$ cat config.mk
export PLATFORM = sky130hd
export DESIGN_NAME = tdma_slot_tx_scheduler_flat
export DESIGN_NICKNAME = d
export VERILOG_FILES = /design/src/tss_pkg.sv /design/src/tss_if.sv /design/src/tss_ring_mem.sv /design/src/tss_rem_unit.sv /design/src/tdma_slot_tx_scheduler.sv /design/src/flat_wrapper.sv
export SDC_FILE = /design/constraint.sdc
export NUM_CORES = 2
export LEC_CHECK = 0
export CAP_MARGIN = 20
export CORE_MARGIN = 3
export CORE_UTILIZATION = 27
export DETAILED_ROUTE_END_ITERATION = 12
export DONT_BUFFER_PORTS = 1
export MAX_ROUTING_LAYER = met4
export PLACE_DENSITY_LB_ADDON = 0.15
export SYNTH_ARGS = -nofsm -noshare
export SYNTH_HDL_FRONTEND = slang
export SYNTH_HIERARCHICAL = 1
export SYNTH_SLANG_ARGS = --single-unit
$ cat constraint.sdc
create_clock -name clk_i -period 8.6 [get_ports clk_i]
set_input_delay 1.72 -clock clk_i [delete_from_list [all_inputs] [get_ports clk_i]]
set_output_delay 1.72 -clock clk_i [all_outputs]
set_load 0.01 [all_outputs]
$ cat src/tss_pkg.sv
`timescale 1ns / 1ps
`default_nettype none

package tss_pkg;

  localparam int unsigned NOW_W   = 32;
  localparam int unsigned REF_W   = 8;
  localparam int unsigned ID_W    = 16;
  localparam int unsigned SLOT_W  = 4;
  localparam int unsigned CFG_W   = 32;
  localparam int unsigned CFG_IDX_W = 2;
  // Wide enough for slot start sums and signed slot limits without wrap.
  localparam int unsigned TIME_W  = 40;
  // Dividend width of the remainder unit: the distance past a slot limit.
  localparam int unsigned DIV_DW  = 34;

  localparam int unsigned DEF_QUEUE_DEPTH = 8;

  localparam logic [SLOT_W-1:0] RST_SLOT_INDEX   = 4'd0;
  localparam logic [CFG_W-1:0]  RST_SLOT_LENGTH  = 32'd10922;
  localparam logic [CFG_W-1:0]  RST_GUARD_TIME   = 32'd2730;
  localparam logic [CFG_W-1:0]  RST_PERIOD       = 32'd32768;

  typedef enum logic [1:0] {
    ACT_ENQUEUE   = 2'd0,
    ACT_TIMER     = 2'd1,
    ACT_SEND_DONE = 2'd2,
    ACT_NONE      = 2'd3
  } action_e;

  typedef enum logic [2:0] {
    KIND_QUEUED       = 3'd0,
    KIND_QUEUED_TIMER = 3'd1,
    KIND_DROPPED      = 3'd2,
    KIND_TRANSMIT     = 3'd3,
    KIND_SLEEP        = 3'd4
  } kind_e;

  typedef enum logic [CFG_IDX_W-1:0] {
    CFG_SLOT_INDEX  = 2'd0,
    CFG_SLOT_LENGTH = 2'd1,
    CFG_GUARD_TIME  = 2'd2,
    CFG_PERIOD      = 2'd3
  } cfg_idx_e;

endpackage

`default_nettype wire

$ cat src/tss_if.sv
`timescale 1ns / 1ps
`default_nettype none

interface tss_req_if;
  logic                          valid;
  logic                          ready;
  logic [1:0]                    action;
  logic [tss_pkg::NOW_W-1:0]     now;
  logic [tss_pkg::REF_W-1:0]     packet_ref;
  logic                          send_ok;

  modport source (output valid, action, now, packet_ref, send_ok, input ready);
  modport sink   (input valid, action, now, packet_ref, send_ok, output ready);
endinterface

interface tss_res_if;
  logic                          valid;
  logic                          ready;
  logic [2:0]                    kind;
  logic [tss_pkg::REF_W-1:0]     packet_ref_out;
  logic [tss_pkg::ID_W-1:0]      packet_id;
  logic [tss_pkg::NOW_W-1:0]     wake_time;
  logic [tss_pkg::ID_W-1:0]      sent_total;

  modport source (output valid, kind, packet_ref_out, packet_id, wake_time, sent_total,
                  input ready);
  modport sink   (input valid, kind, packet_ref_out, packet_id, wake_time, sent_total,
                  output ready);
endinterface

`default_nettype wire

$ cat src/tss_ring_mem.sv
`timescale 1ns / 1ps
`default_nettype none

module tss_ring_mem #(
  parameter int unsigned DEPTH = tss_pkg::DEF_QUEUE_DEPTH,
  parameter int unsigned AW    = $clog2(DEPTH),
  parameter int unsigned DW    = tss_pkg::ID_W + tss_pkg::REF_W
) (
  input  wire logic          clk_i,
  input  wire logic          we_i,
  input  wire logic [AW-1:0] waddr_i,
  input  wire logic [DW-1:0] wdata_i,
  input  wire logic          re_i,
  input  wire logic [AW-1:0] raddr_i,
  output logic      [DW-1:0] rdata_o
);

  logic [DW-1:0] mem_q [DEPTH];
  logic [DW-1:0] rdata_q;

  always_ff @(posedge clk_i) begin
    if (we_i) begin
      mem_q[waddr_i] <= wdata_i;
    end
  end

  always_ff @(posedge clk_i) begin
    if (re_i) begin
      rdata_q <= mem_q[raddr_i];
    end
  end

  assign rdata_o = rdata_q;

endmodule

`default_nettype wire

$ cat src/tss_rem_unit.sv
`timescale 1ns / 1ps
`default_nettype none

// Restoring remainder unit: one dividend bit per cycle, done pulses once.
module tss_rem_unit (
  input  wire logic                         clk_i,
  input  wire logic                         rst_ni,
  input  wire logic                         start_i,
  input  wire logic [tss_pkg::DIV_DW-1:0]   dividend_i,
  input  wire logic [tss_pkg::CFG_W-1:0]    divisor_i,
  output logic                              done_o,
  output logic      [tss_pkg::CFG_W-1:0]    rem_o
);

  localparam int unsigned DW  = tss_pkg::DIV_DW;
  localparam int unsigned VW  = tss_pkg::CFG_W;
  localparam int unsigned CNTW = $clog2(DW + 1);

  logic [DW-1:0]   quo_q, quo_d;
  logic [VW-1:0]   rem_q, rem_d;
  logic [VW-1:0]   div_q, div_d;
  logic [CNTW-1:0] cnt_q, cnt_d;
  logic            busy_q, busy_d;
  logic            done_q, done_d;
  logic [VW:0]     trial;

  assign trial = {rem_q, quo_q[DW-1]};

  always_comb begin
    quo_d  = quo_q;
    rem_d  = rem_q;
    div_d  = div_q;
    cnt_d  = cnt_q;
    busy_d = busy_q;
    done_d = 1'b0;
    if (start_i) begin
      quo_d  = dividend_i;
      rem_d  = '0;
      div_d  = divisor_i;
      cnt_d  = CNTW'(DW);
      busy_d = 1'b1;
    end else if (busy_q) begin
      if (trial >= {1'b0, div_q}) begin
        rem_d = VW'(trial - {1'b0, div_q});
      end else begin
        rem_d = trial[VW-1:0];
      end
      quo_d = {quo_q[DW-2:0], 1'b0};
      cnt_d = cnt_q - 1'b1;
      if (cnt_q == CNTW'(1)) begin
        busy_d = 1'b0;
        done_d = 1'b1;
      end
    end
  end

  always_ff @(posedge clk_i or negedge rst_ni) begin
    if (!rst_ni) begin
      busy_q <= 1'b0;
      done_q <= 1'b0;
      cnt_q  <= '0;
    end else begin
      busy_q <= busy_d;
      done_q <= done_d;
      cnt_q  <= cnt_d;
    end
  end

  always_ff @(posedge clk_i) begin
    quo_q <= quo_d;
    rem_q <= rem_d;
    div_q <= div_d;
  end

  assign done_o = done_q;
  assign rem_o  = rem_q;

endmodule

`default_nettype wire

$ cat src/tdma_slot_tx_scheduler.sv
`timescale 1ns / 1ps
`default_nettype none

// TDMA transmit scheduler.
// Requests arrive on req_i (valid/ready): enqueue a packet handle, a timer event
// or a send-done event, each carrying the current tick. Every request that
// calls for an answer yields exactly one result on res_o (valid/ready); a stray
// send-done, a timer event during a pending transmission and the unused action
// code are absorbed without a result. Configuration (slot index, slot length,
// guard time, period) is written through cfg_we_i/cfg_idx_i/cfg_data_i; the
// user must write it only while the block is idle, which the block does not enforce.
// Queued packets live in a ring memory with a registered read port; the ring is
// written on enqueue and read when a transmission is answered.
// The timer path runs through the shared remainder unit, which resolves one
// bit per cycle in at most two passes, the second only when the current tick
// lies past the slot limit. One request is handled at a time; the next one is
// taken as soon as the current one has reached the output register.
// Reset empties the ring, clears all counters, stops the timer flag and loads
// the default configuration. When the receiver stalls, the finished result
// waits in the output register; the block may take one more request and
// then holds that one's result until the register frees.
module tdma_slot_tx_scheduler #(
  parameter int unsigned QUEUE_DEPTH = tss_pkg::DEF_QUEUE_DEPTH
) (
  input  wire logic                           clk_i,
  input  wire logic                           rst_ni,
  input  wire logic                           cfg_we_i,
  input  wire logic [tss_pkg::CFG_IDX_W-1:0]  cfg_idx_i,
  input  wire logic [tss_pkg::CFG_W-1:0]      cfg_data_i,
  tss_req_if.sink                             req_i,
  tss_res_if.source                           res_o
);

  localparam int unsigned PW  = $clog2(QUEUE_DEPTH);
  localparam int unsigned TW  = tss_pkg::TIME_W;
  localparam int unsigned NW  = tss_pkg::NOW_W;
  localparam int unsigned CW  = tss_pkg::CFG_W;
  localparam int unsigned IW  = tss_pkg::ID_W;
  localparam int unsigned RW  = tss_pkg::REF_W;
  localparam int unsigned SW  = tss_pkg::SLOT_W;
  localparam int unsigned DDW = tss_pkg::DIV_DW;
  localparam int unsigned MW  = IW + RW;
  localparam logic [PW-1:0] PTR_LAST = PW'(QUEUE_DEPTH - 1);

  typedef enum logic [9:0] {
    ST_IDLE = 10'b00_0000_0001,
    ST_ENQ  = 10'b00_0000_0010,
    ST_TDIV = 10'b00_0000_0100,
    ST_TLIM = 10'b00_0000_1000,
    ST_TDEC = 10'b00_0001_0000,
    ST_TFIX = 10'b00_0010_0000,
    ST_SEND = 10'b00_0100_0000,
    ST_READ = 10'b00_1000_0000,
    ST_EMIT = 10'b01_0000_0000,
    ST_TSUM = 10'b10_0000_0000
  } state_e;

  function automatic logic [PW-1:0] ring_next(input logic [PW-1:0] p);
    ring_next = (p == PTR_LAST) ? '0 : p + 1'b1;
  endfunction

  // Configuration registers.
  logic [SW-1:0] slot_idx_q;
  logic [CW-1:0] slot_len_q, guard_q, period_q;
  logic [CW-1:0] eff_per;

  always_ff @(posedge clk_i or negedge rst_ni) begin
    if (!rst_ni) begin
      slot_idx_q <= tss_pkg::RST_SLOT_INDEX;
      slot_len_q <= tss_pkg::RST_SLOT_LENGTH;
      guard_q    <= tss_pkg::RST_GUARD_TIME;
      period_q   <= tss_pkg::RST_PERIOD;
    end else if (cfg_we_i) begin
      case (cfg_idx_i)
        tss_pkg::CFG_SLOT_INDEX:  slot_idx_q <= cfg_data_i[SW-1:0];
        tss_pkg::CFG_SLOT_LENGTH: slot_len_q <= cfg_data_i;
        tss_pkg::CFG_GUARD_TIME:  guard_q    <= cfg_data_i;
        tss_pkg::CFG_PERIOD:      period_q   <= cfg_data_i;
        default: ;
      endcase
    end
  end

  // A zero period behaves as a period of one tick.
  assign eff_per = (period_q == '0) ? CW'(1) : period_q;

  // Control state.
  state_e        state_q, state_d;
  logic [PW-1:0] send_ptr_q, send_ptr_d;
  logic [PW-1:0] free_ptr_q, free_ptr_d;
  logic          timer_run_q, timer_run_d;
  logic          tx_active_q, tx_active_d;
  logic [NW-1:0] css_q, css_d;
  logic [IW-1:0] id_cnt_q, id_cnt_d;
  logic [IW-1:0] succ_q, succ_d;
  logic          out_valid_q, out_valid_d;

  // Request and working registers.
  logic [NW-1:0] now_q, now_d;
  logic [RW-1:0] pref_q, pref_d;
  logic          ok_q, ok_d;
  logic [TW-1:0] prod_q, prod_d;
  logic [TW-1:0] s_q, s_d;
  logic [TW-1:0] lim_q, lim_d;
  logic [DDW-1:0] dist_q, dist_d;

  // Pending result.
  tss_pkg::kind_e res_kind_q, res_kind_d;
  logic [IW-1:0]  res_id_q, res_id_d;
  logic [NW-1:0]  res_wake_q, res_wake_d;
  logic           res_mem_q, res_mem_d;

  // Output register.
  logic [2:0]    o_kind_q, o_kind_d;
  logic [RW-1:0] o_ref_q, o_ref_d;
  logic [IW-1:0] o_id_q, o_id_d;
  logic [NW-1:0] o_wake_q, o_wake_d;
  logic [IW-1:0] o_sent_q, o_sent_d;

  // Ring memory and remainder unit.
  logic          mem_we, mem_re;
  logic [PW-1:0] mem_raddr;
  logic [MW-1:0] mem_wdata, mem_rdata;
  logic          div_start, div_done;
  logic [DDW-1:0] div_dividend;
  logic [CW-1:0] div_rem;

  tss_ring_mem #(
    .DEPTH (QUEUE_DEPTH),
    .AW    (PW),
    .DW    (MW)
  ) u_ring (
    .clk_i   (clk_i),
    .we_i    (mem_we),
    .waddr_i (free_ptr_q),
    .wdata_i (mem_wdata),
    .re_i    (mem_re),
    .raddr_i (mem_raddr),
    .rdata_o (mem_rdata)
  );

  tss_rem_unit u_rem (
    .clk_i      (clk_i),
    .rst_ni     (rst_ni),
    .start_i    (div_start),
    .dividend_i (div_dividend),
    .divisor_i  (eff_per),
    .done_o     (div_done),
    .rem_o      (div_rem)
  );

  logic          in_fire;
  logic [IW-1:0] id_next;
  logic [PW-1:0] send_next;
  logic [TW-1:0] now_x;
  logic [TW-1:0] send_lim;
  logic          past_lim;
  logic [TW-1:0] adj;

  assign req_i.ready = (state_q == ST_IDLE);
  assign in_fire     = req_i.valid && req_i.ready;
  assign id_next     = id_cnt_q + 1'b1;
  assign send_next   = ring_next(send_ptr_q);
  assign now_x       = TW'(now_q);
  // Last tick at which a transmission may still start in the current slot.
  assign send_lim    = TW'(css_q) + TW'(slot_len_q) - TW'(guard_q);
  assign past_lim    = $signed(now_x) > $signed(lim_q);
  // Rounds the distance past the limit up to a whole number of periods.
  assign adj         = (div_rem == '0) ? '0 : TW'(eff_per - div_rem);

  always_comb begin
    state_d      = state_q;
    send_ptr_d   = send_ptr_q;
    free_ptr_d   = free_ptr_q;
    timer_run_d  = timer_run_q;
    tx_active_d  = tx_active_q;
    css_d        = css_q;
    id_cnt_d     = id_cnt_q;
    succ_d       = succ_q;
    out_valid_d  = out_valid_q;
    now_d        = now_q;
    pref_d       = pref_q;
    ok_d         = ok_q;
    prod_d       = prod_q;
    s_d          = s_q;
    lim_d        = lim_q;
    dist_d       = dist_q;
    res_kind_d   = res_kind_q;
    res_id_d     = res_id_q;
    res_wake_d   = res_wake_q;
    res_mem_d    = res_mem_q;
    o_kind_d     = o_kind_q;
    o_ref_d      = o_ref_q;
    o_id_d       = o_id_q;
    o_wake_d     = o_wake_q;
    o_sent_d     = o_sent_q;
    mem_we       = 1'b0;
    mem_wdata    = {id_cnt_q, pref_q};
    mem_re       = 1'b0;
    mem_raddr    = send_ptr_q;
    div_start    = 1'b0;
    div_dividend = DDW'(req_i.now);

    if (out_valid_q && res_o.ready) begin
      out_valid_d = 1'b0;
    end

    case (state_q)
      ST_IDLE: begin
        if (in_fire) begin
          now_d  = req_i.now;
          pref_d = req_i.packet_ref;
          ok_d   = req_i.send_ok;
          prod_d = TW'(slot_idx_q) * TW'(slot_len_q);
          case (req_i.action)
            tss_pkg::ACT_ENQUEUE: state_d = ST_ENQ;
            tss_pkg::ACT_TIMER: begin
              if (!tx_active_q) begin
                div_start = 1'b1;
                state_d   = ST_TDIV;
              end
            end
            tss_pkg::ACT_SEND_DONE: begin
              if (tx_active_q) begin
                state_d = ST_SEND;
              end
            end
            default: ;
          endcase
        end
      end

      ST_ENQ: begin
        id_cnt_d  = id_next;
        res_id_d  = id_next;
        res_mem_d = 1'b0;
        res_wake_d = '0;
        if (ring_next(free_ptr_q) == send_ptr_q) begin
          res_kind_d = tss_pkg::KIND_DROPPED;
        end else begin
          mem_we     = 1'b1;
          mem_wdata  = {id_next, pref_q};
          free_ptr_d = ring_next(free_ptr_q);
          if (!timer_run_q) begin
            timer_run_d = 1'b1;
            res_kind_d  = tss_pkg::KIND_QUEUED_TIMER;
            res_wake_d  = now_q + eff_per;
          end else begin
            res_kind_d  = tss_pkg::KIND_QUEUED;
          end
        end
        state_d = ST_EMIT;
      end

      ST_TDIV: begin
        if (div_done) begin
          s_d     = TW'(now_q - div_rem);
          state_d = ST_TSUM;
        end
      end

      ST_TSUM: begin
        s_d     = s_q + prod_q;
        state_d = ST_TLIM;
      end

      ST_TLIM: begin
        lim_d   = s_q + TW'(slot_len_q) - TW'(guard_q);
        state_d = ST_TDEC;
      end

      ST_TDEC: begin
        res_id_d  = '0;
        res_mem_d = 1'b0;
        if (past_lim) begin
          dist_d       = DDW'(now_x - lim_q);
          div_dividend = DDW'(now_x - lim_q);
          div_start    = 1'b1;
          state_d      = ST_TFIX;
        end else if (now_x < s_q) begin
          tx_active_d = 1'b0;
          res_kind_d  = tss_pkg::KIND_SLEEP;
          res_wake_d  = s_q[NW-1:0];
          state_d     = ST_EMIT;
        end else begin
          css_d = s_q[NW-1:0];
          if (send_ptr_q != free_ptr_q) begin
            tx_active_d = 1'b1;
            res_kind_d  = tss_pkg::KIND_TRANSMIT;
            res_wake_d  = '0;
            res_mem_d   = 1'b1;
            state_d     = ST_READ;
          end else begin
            tx_active_d = 1'b0;
            res_kind_d  = tss_pkg::KIND_SLEEP;
            res_wake_d  = NW'(s_q + TW'(eff_per));
            state_d     = ST_EMIT;
          end
        end
      end

      ST_TFIX: begin
        if (div_done) begin
          tx_active_d = 1'b0;
          res_kind_d  = tss_pkg::KIND_SLEEP;
          res_wake_d  = NW'(s_q + TW'(dist_q) + adj);
          state_d     = ST_EMIT;
        end
      end

      ST_SEND: begin
        if (ok_q) begin
          succ_d = succ_q + 1'b1;
        end
        send_ptr_d = send_next;
        res_id_d   = '0;
        if (($signed(now_x) > $signed(send_lim)) || (send_next == free_ptr_q)) begin
          tx_active_d = 1'b0;
          res_kind_d  = tss_pkg::KIND_SLEEP;
          res_wake_d  = css_q + eff_per;
          res_mem_d   = 1'b0;
          state_d     = ST_EMIT;
        end else begin
          res_kind_d  = tss_pkg::KIND_TRANSMIT;
          res_wake_d  = '0;
          res_mem_d   = 1'b1;
          state_d     = ST_READ;
        end
      end

      ST_READ: begin
        mem_re  = 1'b1;
        state_d = ST_EMIT;
      end

      ST_EMIT: begin
        if (!out_valid_q || res_o.ready) begin
          out_valid_d = 1'b1;
          o_kind_d    = res_kind_q;
          o_ref_d     = res_mem_q ? mem_rdata[RW-1:0] : '0;
          o_id_d      = res_mem_q ? mem_rdata[MW-1:RW] : res_id_q;
          o_wake_d    = res_wake_q;
          o_sent_d    = succ_q;
          state_d     = ST_IDLE;
        end
      end

      default: state_d = ST_IDLE;
    endcase
  end

  always_ff @(posedge clk_i or negedge rst_ni) begin
    if (!rst_ni) begin
      state_q     <= ST_IDLE;
      send_ptr_q  <= '0;
      free_ptr_q  <= '0;
      timer_run_q <= 1'b0;
      tx_active_q <= 1'b0;
      css_q       <= '0;
      id_cnt_q    <= '0;
      succ_q      <= '0;
      out_valid_q <= 1'b0;
    end else begin
      state_q     <= state_d;
      send_ptr_q  <= send_ptr_d;
      free_ptr_q  <= free_ptr_d;
      timer_run_q <= timer_run_d;
      tx_active_q <= tx_active_d;
      css_q       <= css_d;
      id_cnt_q    <= id_cnt_d;
      succ_q      <= succ_d;
      out_valid_q <= out_valid_d;
    end
  end

  always_ff @(posedge clk_i) begin
    now_q      <= now_d;
    pref_q     <= pref_d;
    ok_q       <= ok_d;
    prod_q     <= prod_d;
    s_q        <= s_d;
    lim_q      <= lim_d;
    dist_q     <= dist_d;
    res_kind_q <= res_kind_d;
    res_id_q   <= res_id_d;
    res_wake_q <= res_wake_d;
    res_mem_q  <= res_mem_d;
    o_kind_q   <= o_kind_d;
    o_ref_q    <= o_ref_d;
    o_id_q     <= o_id_d;
    o_wake_q   <= o_wake_d;
    o_sent_q   <= o_sent_d;
  end

  assign res_o.valid          = out_valid_q;
  assign res_o.kind           = o_kind_q;
  assign res_o.packet_ref_out = o_ref_q;
  assign res_o.packet_id      = o_id_q;
  assign res_o.wake_time      = o_wake_q;
  assign res_o.sent_total     = o_sent_q;

endmodule

`default_nettype wire
$ cat src/flat_wrapper.sv
// flat-port wrapper written by rule: the top's interface ports become plain ports
module tdma_slot_tx_scheduler_flat 
#(
  parameter int unsigned QUEUE_DEPTH = tss_pkg::DEF_QUEUE_DEPTH
)
  (clk_i, rst_ni, cfg_we_i, cfg_idx_i, cfg_data_i, req_i_valid, req_i_action, req_i_now, req_i_packet_ref, req_i_send_ok, req_i_ready, res_o_valid, res_o_kind, res_o_packet_ref_out, res_o_packet_id, res_o_wake_time, res_o_sent_total, res_o_ready);
  tss_req_if req_i_i ();
  tss_res_if res_o_i ();
  input  wire logic clk_i;
  input  wire logic rst_ni;
  input  wire logic cfg_we_i;
  input  wire logic [tss_pkg::CFG_IDX_W-1:0] cfg_idx_i;
  input  wire logic [tss_pkg::CFG_W-1:0] cfg_data_i;
  input wire logic [$bits(req_i_i.valid)-1:0] req_i_valid;
  input wire logic [$bits(req_i_i.action)-1:0] req_i_action;
  input wire logic [$bits(req_i_i.now)-1:0] req_i_now;
  input wire logic [$bits(req_i_i.packet_ref)-1:0] req_i_packet_ref;
  input wire logic [$bits(req_i_i.send_ok)-1:0] req_i_send_ok;
  output wire logic [$bits(req_i_i.ready)-1:0] req_i_ready;
  output wire logic [$bits(res_o_i.valid)-1:0] res_o_valid;
  output wire logic [$bits(res_o_i.kind)-1:0] res_o_kind;
  output wire logic [$bits(res_o_i.packet_ref_out)-1:0] res_o_packet_ref_out;
  output wire logic [$bits(res_o_i.packet_id)-1:0] res_o_packet_id;
  output wire logic [$bits(res_o_i.wake_time)-1:0] res_o_wake_time;
  output wire logic [$bits(res_o_i.sent_total)-1:0] res_o_sent_total;
  input wire logic [$bits(res_o_i.ready)-1:0] res_o_ready;
  assign req_i_i.valid = req_i_valid;
  assign req_i_i.action = req_i_action;
  assign req_i_i.now = req_i_now;
  assign req_i_i.packet_ref = req_i_packet_ref;
  assign req_i_i.send_ok = req_i_send_ok;
  assign req_i_ready = req_i_i.ready;
  assign res_o_valid = res_o_i.valid;
  assign res_o_kind = res_o_i.kind;
  assign res_o_packet_ref_out = res_o_i.packet_ref_out;
  assign res_o_packet_id = res_o_i.packet_id;
  assign res_o_wake_time = res_o_i.wake_time;
  assign res_o_sent_total = res_o_i.sent_total;
  assign res_o_i.ready = res_o_ready;
  tdma_slot_tx_scheduler #(.QUEUE_DEPTH(QUEUE_DEPTH)) u_core (.clk_i(clk_i), .rst_ni(rst_ni), .cfg_we_i(cfg_we_i), .cfg_idx_i(cfg_idx_i), .cfg_data_i(cfg_data_i), .req_i(req_i_i), .res_o(res_o_i));
endmodule
* Yosys cells after proc, flatten, opt, wreduce, memory -nomap -nowiden
Memories as Yosys holds them, arrays and structs flattened. A register that Yosys moved wholly into a read port is not among the register bits. Cells that the tools add are included.
Storage, ports and cells: register bits after elaboration 605, memories kept 1, bits in writable memories 192, input port bits 82
Memories:
- u_core.u_ring.mem_q | words 8, width 24, read ports 1, clocked after Yosys merged registers in 1, write ports 1, line tss_ring_mem.sv:18 | logic [DW-1:0] mem_q [DEPTH];
Cells by class: $add $sub $neg 19, magnitude comparators 4, equality and inequality tests 30, reduce and logical (&&, ||, !) cells 31, multiplexer cells 73, $mul 1, bitwise gates (word level) 3
Operators by type and width (number):
- two-way mux 32 bit | 10
- adder 32 bit | 5
- two-way mux 34 bit | 4
- case mux 32 bit (4 select lines) | 1
- case mux 10 bit (9 select lines) | 1
- greater-than comparator 33 x 40 -> 1 bit | 2
- two-way mux 10 bit | 8
- case mux 40 bit (2 select lines) | 1
- subtractor 40 x 32 -> 40 bit | 2
- logical NOT 32 bit | 2
- subtractor 32 bit | 2
- two-way mux 24 bit | 2
- adder 40 x 32 -> 40 bit | 1
- adder 40 x 36 -> 40 bit | 1
- < comparator 32 x 40 -> 1 bit | 1
- two-way mux 40 bit | 1
- multiplier 4 x 32 -> 36 bit | 1
- subtractor 32 x 34 -> 34 bit | 1
- adder 32 x 32 -> 33 bit | 1
- >= comparator 33 x 32 -> 1 bit | 1
- subtractor 32 x 32 -> 33 bit | 1
- adder 16 x 1 -> 16 bit, second input constant | 2
- case mux 16 bit (2 select lines) | 1
- case mux 10 bit (3 select lines) | 1
- other kinds (43) | 108

* Logic depth before layout (Yosys ltp)
depth after elaboration 7, gate-level depth with buffers 32, gate-level depth less buffers 31

* Cells and area by module
Netlist, hierarchy kept.
Modules (own cells, without submodules):
- tdma_slot_tx_scheduler | cells an instance 4552, sequential area each 14087.3 um2, area each 43561.8 um2, times used 1
- tss_ring_mem | cells an instance 314, sequential area each 6486.2 um2, area each 8050.2 um2, times used 1
- tss_rem_unit | cells an instance 572, sequential area each 2822.7 um2, area each 6022.0 um2, times used 1

* Least setup slack after synthesis
OpenSTA, ideal clock, no wires.
kind flip-flop to flip-flop, start point reg u_core.period_q[31], end point reg u_core.res_wake_q[31], data pin, path buffers 1, setup slack 2.486 ns, arrival time 5.844 ns, clock period less this slack 6.114 ns, data required time 8.330 ns, cell stages (with the launch flop) 30, path through dfrtp_1 clkbuf_1 nor4_1 nand4_1 nor2_1 or2_2 inv_1 ha_1 fa_1 nand2b_1 a21oi_1 o21ai_1 a21oi_1 a31oi_1 o31ai_1 o2111ai_1 o21ai_1 a31oi_1 xor2_1 nor2_1 fa_1 ha_1 and3_1 and3_1 a21o_1 or2_1 o2111a_1 mux2_2 a221oi_1 nand3_1
On the way: longest elaborated chain between the ends 7
Ends and longest elaborated chain:
- start, declared | line tdma_slot_tx_scheduler.sv:64 | logic [CW-1:0] slot_len_q, guard_q, period_q;
- start signal, assigned | line tdma_slot_tx_scheduler.sv:72 | period_q <= tss_pkg::RST_PERIOD;
- start signal, assigned | line tdma_slot_tx_scheduler.sv:78 | tss_pkg::CFG_PERIOD: period_q <= cfg_data_i;
- logical NOT 32 bit * | line tdma_slot_tx_scheduler.sv:85 | assign eff_per = (period_q == '0) ? CW'(1) : period_q;
- two-way mux 32 bit * | line tdma_slot_tx_scheduler.sv:85
- named net u_core.eff_per[0] | line tdma_slot_tx_scheduler.sv:65 | logic [CW-1:0] eff_per;
- subtractor 32 bit or adder 32 bit (tied branches) | line tdma_slot_tx_scheduler.sv:169, tdma_slot_tx_scheduler.sv:296
- two-way mux 32 bit, on equally long branches | line tdma_slot_tx_scheduler.sv:169, tdma_slot_tx_scheduler.sv:287
- adder 32 bit or two-way mux 32 bit (tied branches) | line tdma_slot_tx_scheduler.sv:306, tdma_slot_tx_scheduler.sv:280
- two-way mux 32 bit, on equally long branches | line tdma_slot_tx_scheduler.sv:303, tdma_slot_tx_scheduler.sv:275
- case mux 32 bit (4 select lines) * | line tdma_slot_tx_scheduler.sv:208 | case (state_q)
- named net u_core.res_wake_d[31] | line tdma_slot_tx_scheduler.sv:110 | logic [NW-1:0] res_wake_q, res_wake_d;
- end signal, assigned | line tdma_slot_tx_scheduler.sv:386 | res_wake_q <= res_wake_d;
- end, declared | line tdma_slot_tx_scheduler.sv:110
Mark *: on every way through the listed nets, which the timed path passes. The rest lies on a longest branch. The select of a mux whose other input is x is not followed. A chain may end at the register's enable or synchronous reset.

* Final worst setup path
start point reg u_core.period_q[20], end point reg u_core.res_wake_q[31], data pin
Same word-level chain as after synthesis.

==> impl_metrics.csv <==
group,metric,value,unit
timing,skew,0.0627,ns
clock_network,h-tree-depth,3,
global_route,antenna_found_initial,28,
setup_path,arrival,8.31,ns
setup_path,critPathCapture,"u_core/res_wake_q[31]",
synth,yosys_most_used_dff,"edfxtp_1",
clock_network,clk_pin_slew,0.06,ns
detailed_routing,routed_wirelength,205000,um
setup_path,crit_slowest_cell,"nor4_1",
setup_path,path_depth,28,
floorplanning,initial_core_util,27.3,%
timing,period_share,91.4,%
power,total_power,0.0246,W
detailed_routing,vias_per_cell,5.08,
layout,nets,6177,
setup_path,criticalPathCategory,"flip-flop to flip-flop",
clock_network,cts_buffers,103,
placement,dp_slack,0.868,ns
global_route,grt_pass1_vias,42733,
clock_network,cts_tree,"built",
layout,fill_cells,21672,
global_route,grt.total_usage,19.0,%
timing,finalHoldViolCount,0,
setup_path,rr_worst_depth,28,
clock_network,post_cts_buffers,0,
timing,fmax,127,MHz
setup_path,max_stage_delay,0.64,ns
detailed_routing,drc,0,
timing,rsz0062_at_grt,"no",
global_route,grt_pass1_wl,296000,um
timing,drv_slew,0,
timing,whs,0.419,ns
setup_path,path_max_fanout,7,
setup_path,worst_setup_path_end_kind,"flip-flop",
global_route,grt_remaining_overflow,0,
clock_network,clk_path_buf_depth,3,
placement,hpwl,159000,um
synth,yosys.cell_types.count,113,
clock_network,cts_resized,0,
synth,ys_async_sr_fraction,23.3,%
floorplanning,io_pins,159,
status,run_status,"completed",
layout,areaGrowthSynthToFinish,12.2,%
synth,syn-num-nets,6166,
synth,synthesis.area,57600,um2
min_path,hold_path.class,"flip-flop to flip-flop",
setup_path,reg2reg_from,"u_core/period_q[20]",
detailed_routing,wl_per_cell,24.5,um
layout,utilization,30.7,%
floorplanning,die_y,468,um
clock_network,cts-hold-fix-buffers,0,
timing,period_needed,7.86,ns
setup_path,critPathLaunch,"u_core/period_q[20]",
synth,syn_area_per_cell,10.6,um2
setup_path,start_kind,"flip-flop",
placement,gp_routability_congestion,0.940,
placement,portBuffers,0,
floorplanning,dieArea,219000,um2
floorplanning,fp.dieW,468,um
setup_path,r2r_slack,0.74,ns
floorplanning,design.core.area,211000,um2
synth,synth_seq_cells,821,
setup_path,r2r_end,"u_core/res_wake_q[31]",
setup_path,crit_buf_inv,1,
layout,layout-drive-gt1-share,10.1,%
timing,slew_headroom,28.8,%
clock_network,clk_latency,0.76,ns
timing,worst_pin_slew,1.06,ns
flow_run,drv_cap,0,
power,p_leak,27.0,nW
timing,setup_tns,0,ns
power,powerDensity,380,nW/um2
detailed_routing,drtIter0Drc,3226,
power,peakVddDrop,0.166,mV
setup_path,cp.required,9.05,ns
timing,fin_ws,0.737,ns
synth,synth_edf_count,598,
synth,ys_seq_area_share,40.6,%
detailed_routing,ant_nets,0,
detailed_routing,vias,42454,
clock_network,cts_sinks,821,
timing,setup_viol,0,
floorplanning,fp-row-count,168,
setup_path,cp_top_family,"compound AO/OA/AOI/OAI gates",
synth,yosysWarnings,6,
clock_network,cts_root_buf,"clkbuf_16",
synth,syn-instance-count,5438,
global_route,grt_max_degree,192,
detailed_routing,drtPass1Iterations,6,
-- synthesized netlist by cell type (18+ instances only) --
master / n / area, um2
a21o_1: 223 / 1670
xor2_1: 142 / 1240
o21bai_1: 53 / 398
edfxtp_1: 598 / 18000
ha_1: 482 / 6030
buf_2: 22 / 110
mux4_2: 48 / 1080
dfxtp_1: 32 / 641
mux2_2: 166 / 1870
and3_1: 75 / 469
a31oi_1: 40 / 250
o21ai_0: 168 / 841
inv_1: 487 / 1830
nand2_1: 412 / 1550
nor2b_1: 44 / 275
mux2i_1: 32 / 320
nand4_1: 54 / 338
o211ai_1: 33 / 248
mux2_1: 18 / 203
o31ai_1: 22 / 165
nand3_1: 81 / 405
nor2_1: 291 / 1090
a21oi_1: 364 / 1820
o22ai_1: 18 / 113
dfrtp_1: 176 / 4400
or3_1: 28 / 175
xnor2_1: 259 / 2270
nor3_1: 81 / 405
nor4_1: 35 / 219
and2_1: 70 / 438
a211oi_1: 65 / 488
nand2b_1: 53 / 332
o21ai_1: 86 / 430
clkbuf_1: 115 / 432
fa_1: 164 / 3280
o21a_1: 60 / 450
-- metal layers --
metal	part of all wire (%)	track usage (%)	up-vias
met1	49	26.8	21320
met3	5.1	2.63	213
met4	2.2	4.43	0
met2	44	28.7	1094
met5	0	-	-
li1	-	-	19827
-- sequential cells by signal (all words and copies together), names as in the netlist, 34 cells and up --
signal               cells
u_core/s_q              40
u_core/u_ring/mem_q    192
u_core/lim_q            40
u_core/u_rem/quo_q      34
u_core/prod_q           36
-- worst min-delay path by stage --
stage	start	endpoint	slack [ns]	depth (start not counted)
finish	u_core/res_wake_q[30]	u_core/res_o.wake_time[30]	0.42	0
global route	u_core/res_wake_q[30]	u_core/res_o.wake_time[30]	0.43	0
CTS	u_core/res_wake_q[30]	u_core/res_o.wake_time[30]	0.42	0
detailed placement	u_core/res_wake_q[29]	u_core/res_o.wake_time[29]	0.41	0
global placement	u_core/res_kind_q[1]	u_core/res_o.kind[1]	0.41	0
floorplan	u_core/res_kind_q[0]	u_core/res_o.kind[0]	0.40	0
-- metrics by stage --
| stage | cell area (um2) | std cells |
|---|---|---|
| after global routing | 64600 | 8348 |
| final | 64700 | 8359 |
| after CTS | 64600 | 8341 |
| after floorplan | 57600 | 5438 |
| after detailed placement | 61100 | 8148 |
| after global placement | 61100 | 8147 |
-- layout by cell type (no fill, tap or decap), types with 69 or more instances in the layout --
cell / count
nand3_1: 80
mux2_2: 166
nor3_1: 78
xnor2_1: 259
nand2_1: 411
and2_1: 69
dfrtp_1: 172
ha_1: 482
clkbuf_16: 103
inv_1: 486
o21ai_0: 167
a21o_1: 223
fa_1: 164
o21ai_1: 86
xor2_1: 142
and3_1: 75
nor2_1: 284
edfxtp_1: 598
a21oi_1: 361
-- worst reg2reg max path: cells and delay by family, from the launching register on --
kind	cells	cell delay, ns
and+or+nand+nor	10	2.49
muxes	1	0.26
buffers and inverters	1	0.06
DFF	1	0.49
xor gates and xnor gates	1	0.15
adders and majority gates	4	1.41
AOI/OAI and AO/OA	11	2.71
-- kinds of logic after synthesis --
group,after synthesis,synth area share [%]
AO/OA/AOI/OAI,1331,15.2
AND/OR/NAND/NOR,1310,11.1
flip-flops,821,40.6
buffers and inverters,650,4.42
adder cells (fa/ha/maj),646,16.2
XOR/XNOR,401,6.09
multiplexers,279,6.42
-- final cells by class --
class	instances	area [um2]	area share [%]
antenna	17	42.5	0.0658
clock buffer	136	2810	4.35
clock inverter	57	702	1.09
inverter	489	1840	2.84
multi-input combinational	3967	31800	49.2
sequential	821	23400	36.2
tap	2805	3510	5.43
timing repair buffer	67	515	0.797
-- where the power goes --
group | switching, W | internal, W
combinational | 0.00816 | 0.00562
clock | 0.00189 | 0.00265
sequential | 0.000879 | 0.00535
total | 0.0109 | 0.0136
No activity file was read; power rests on OpenSTA's default activity.
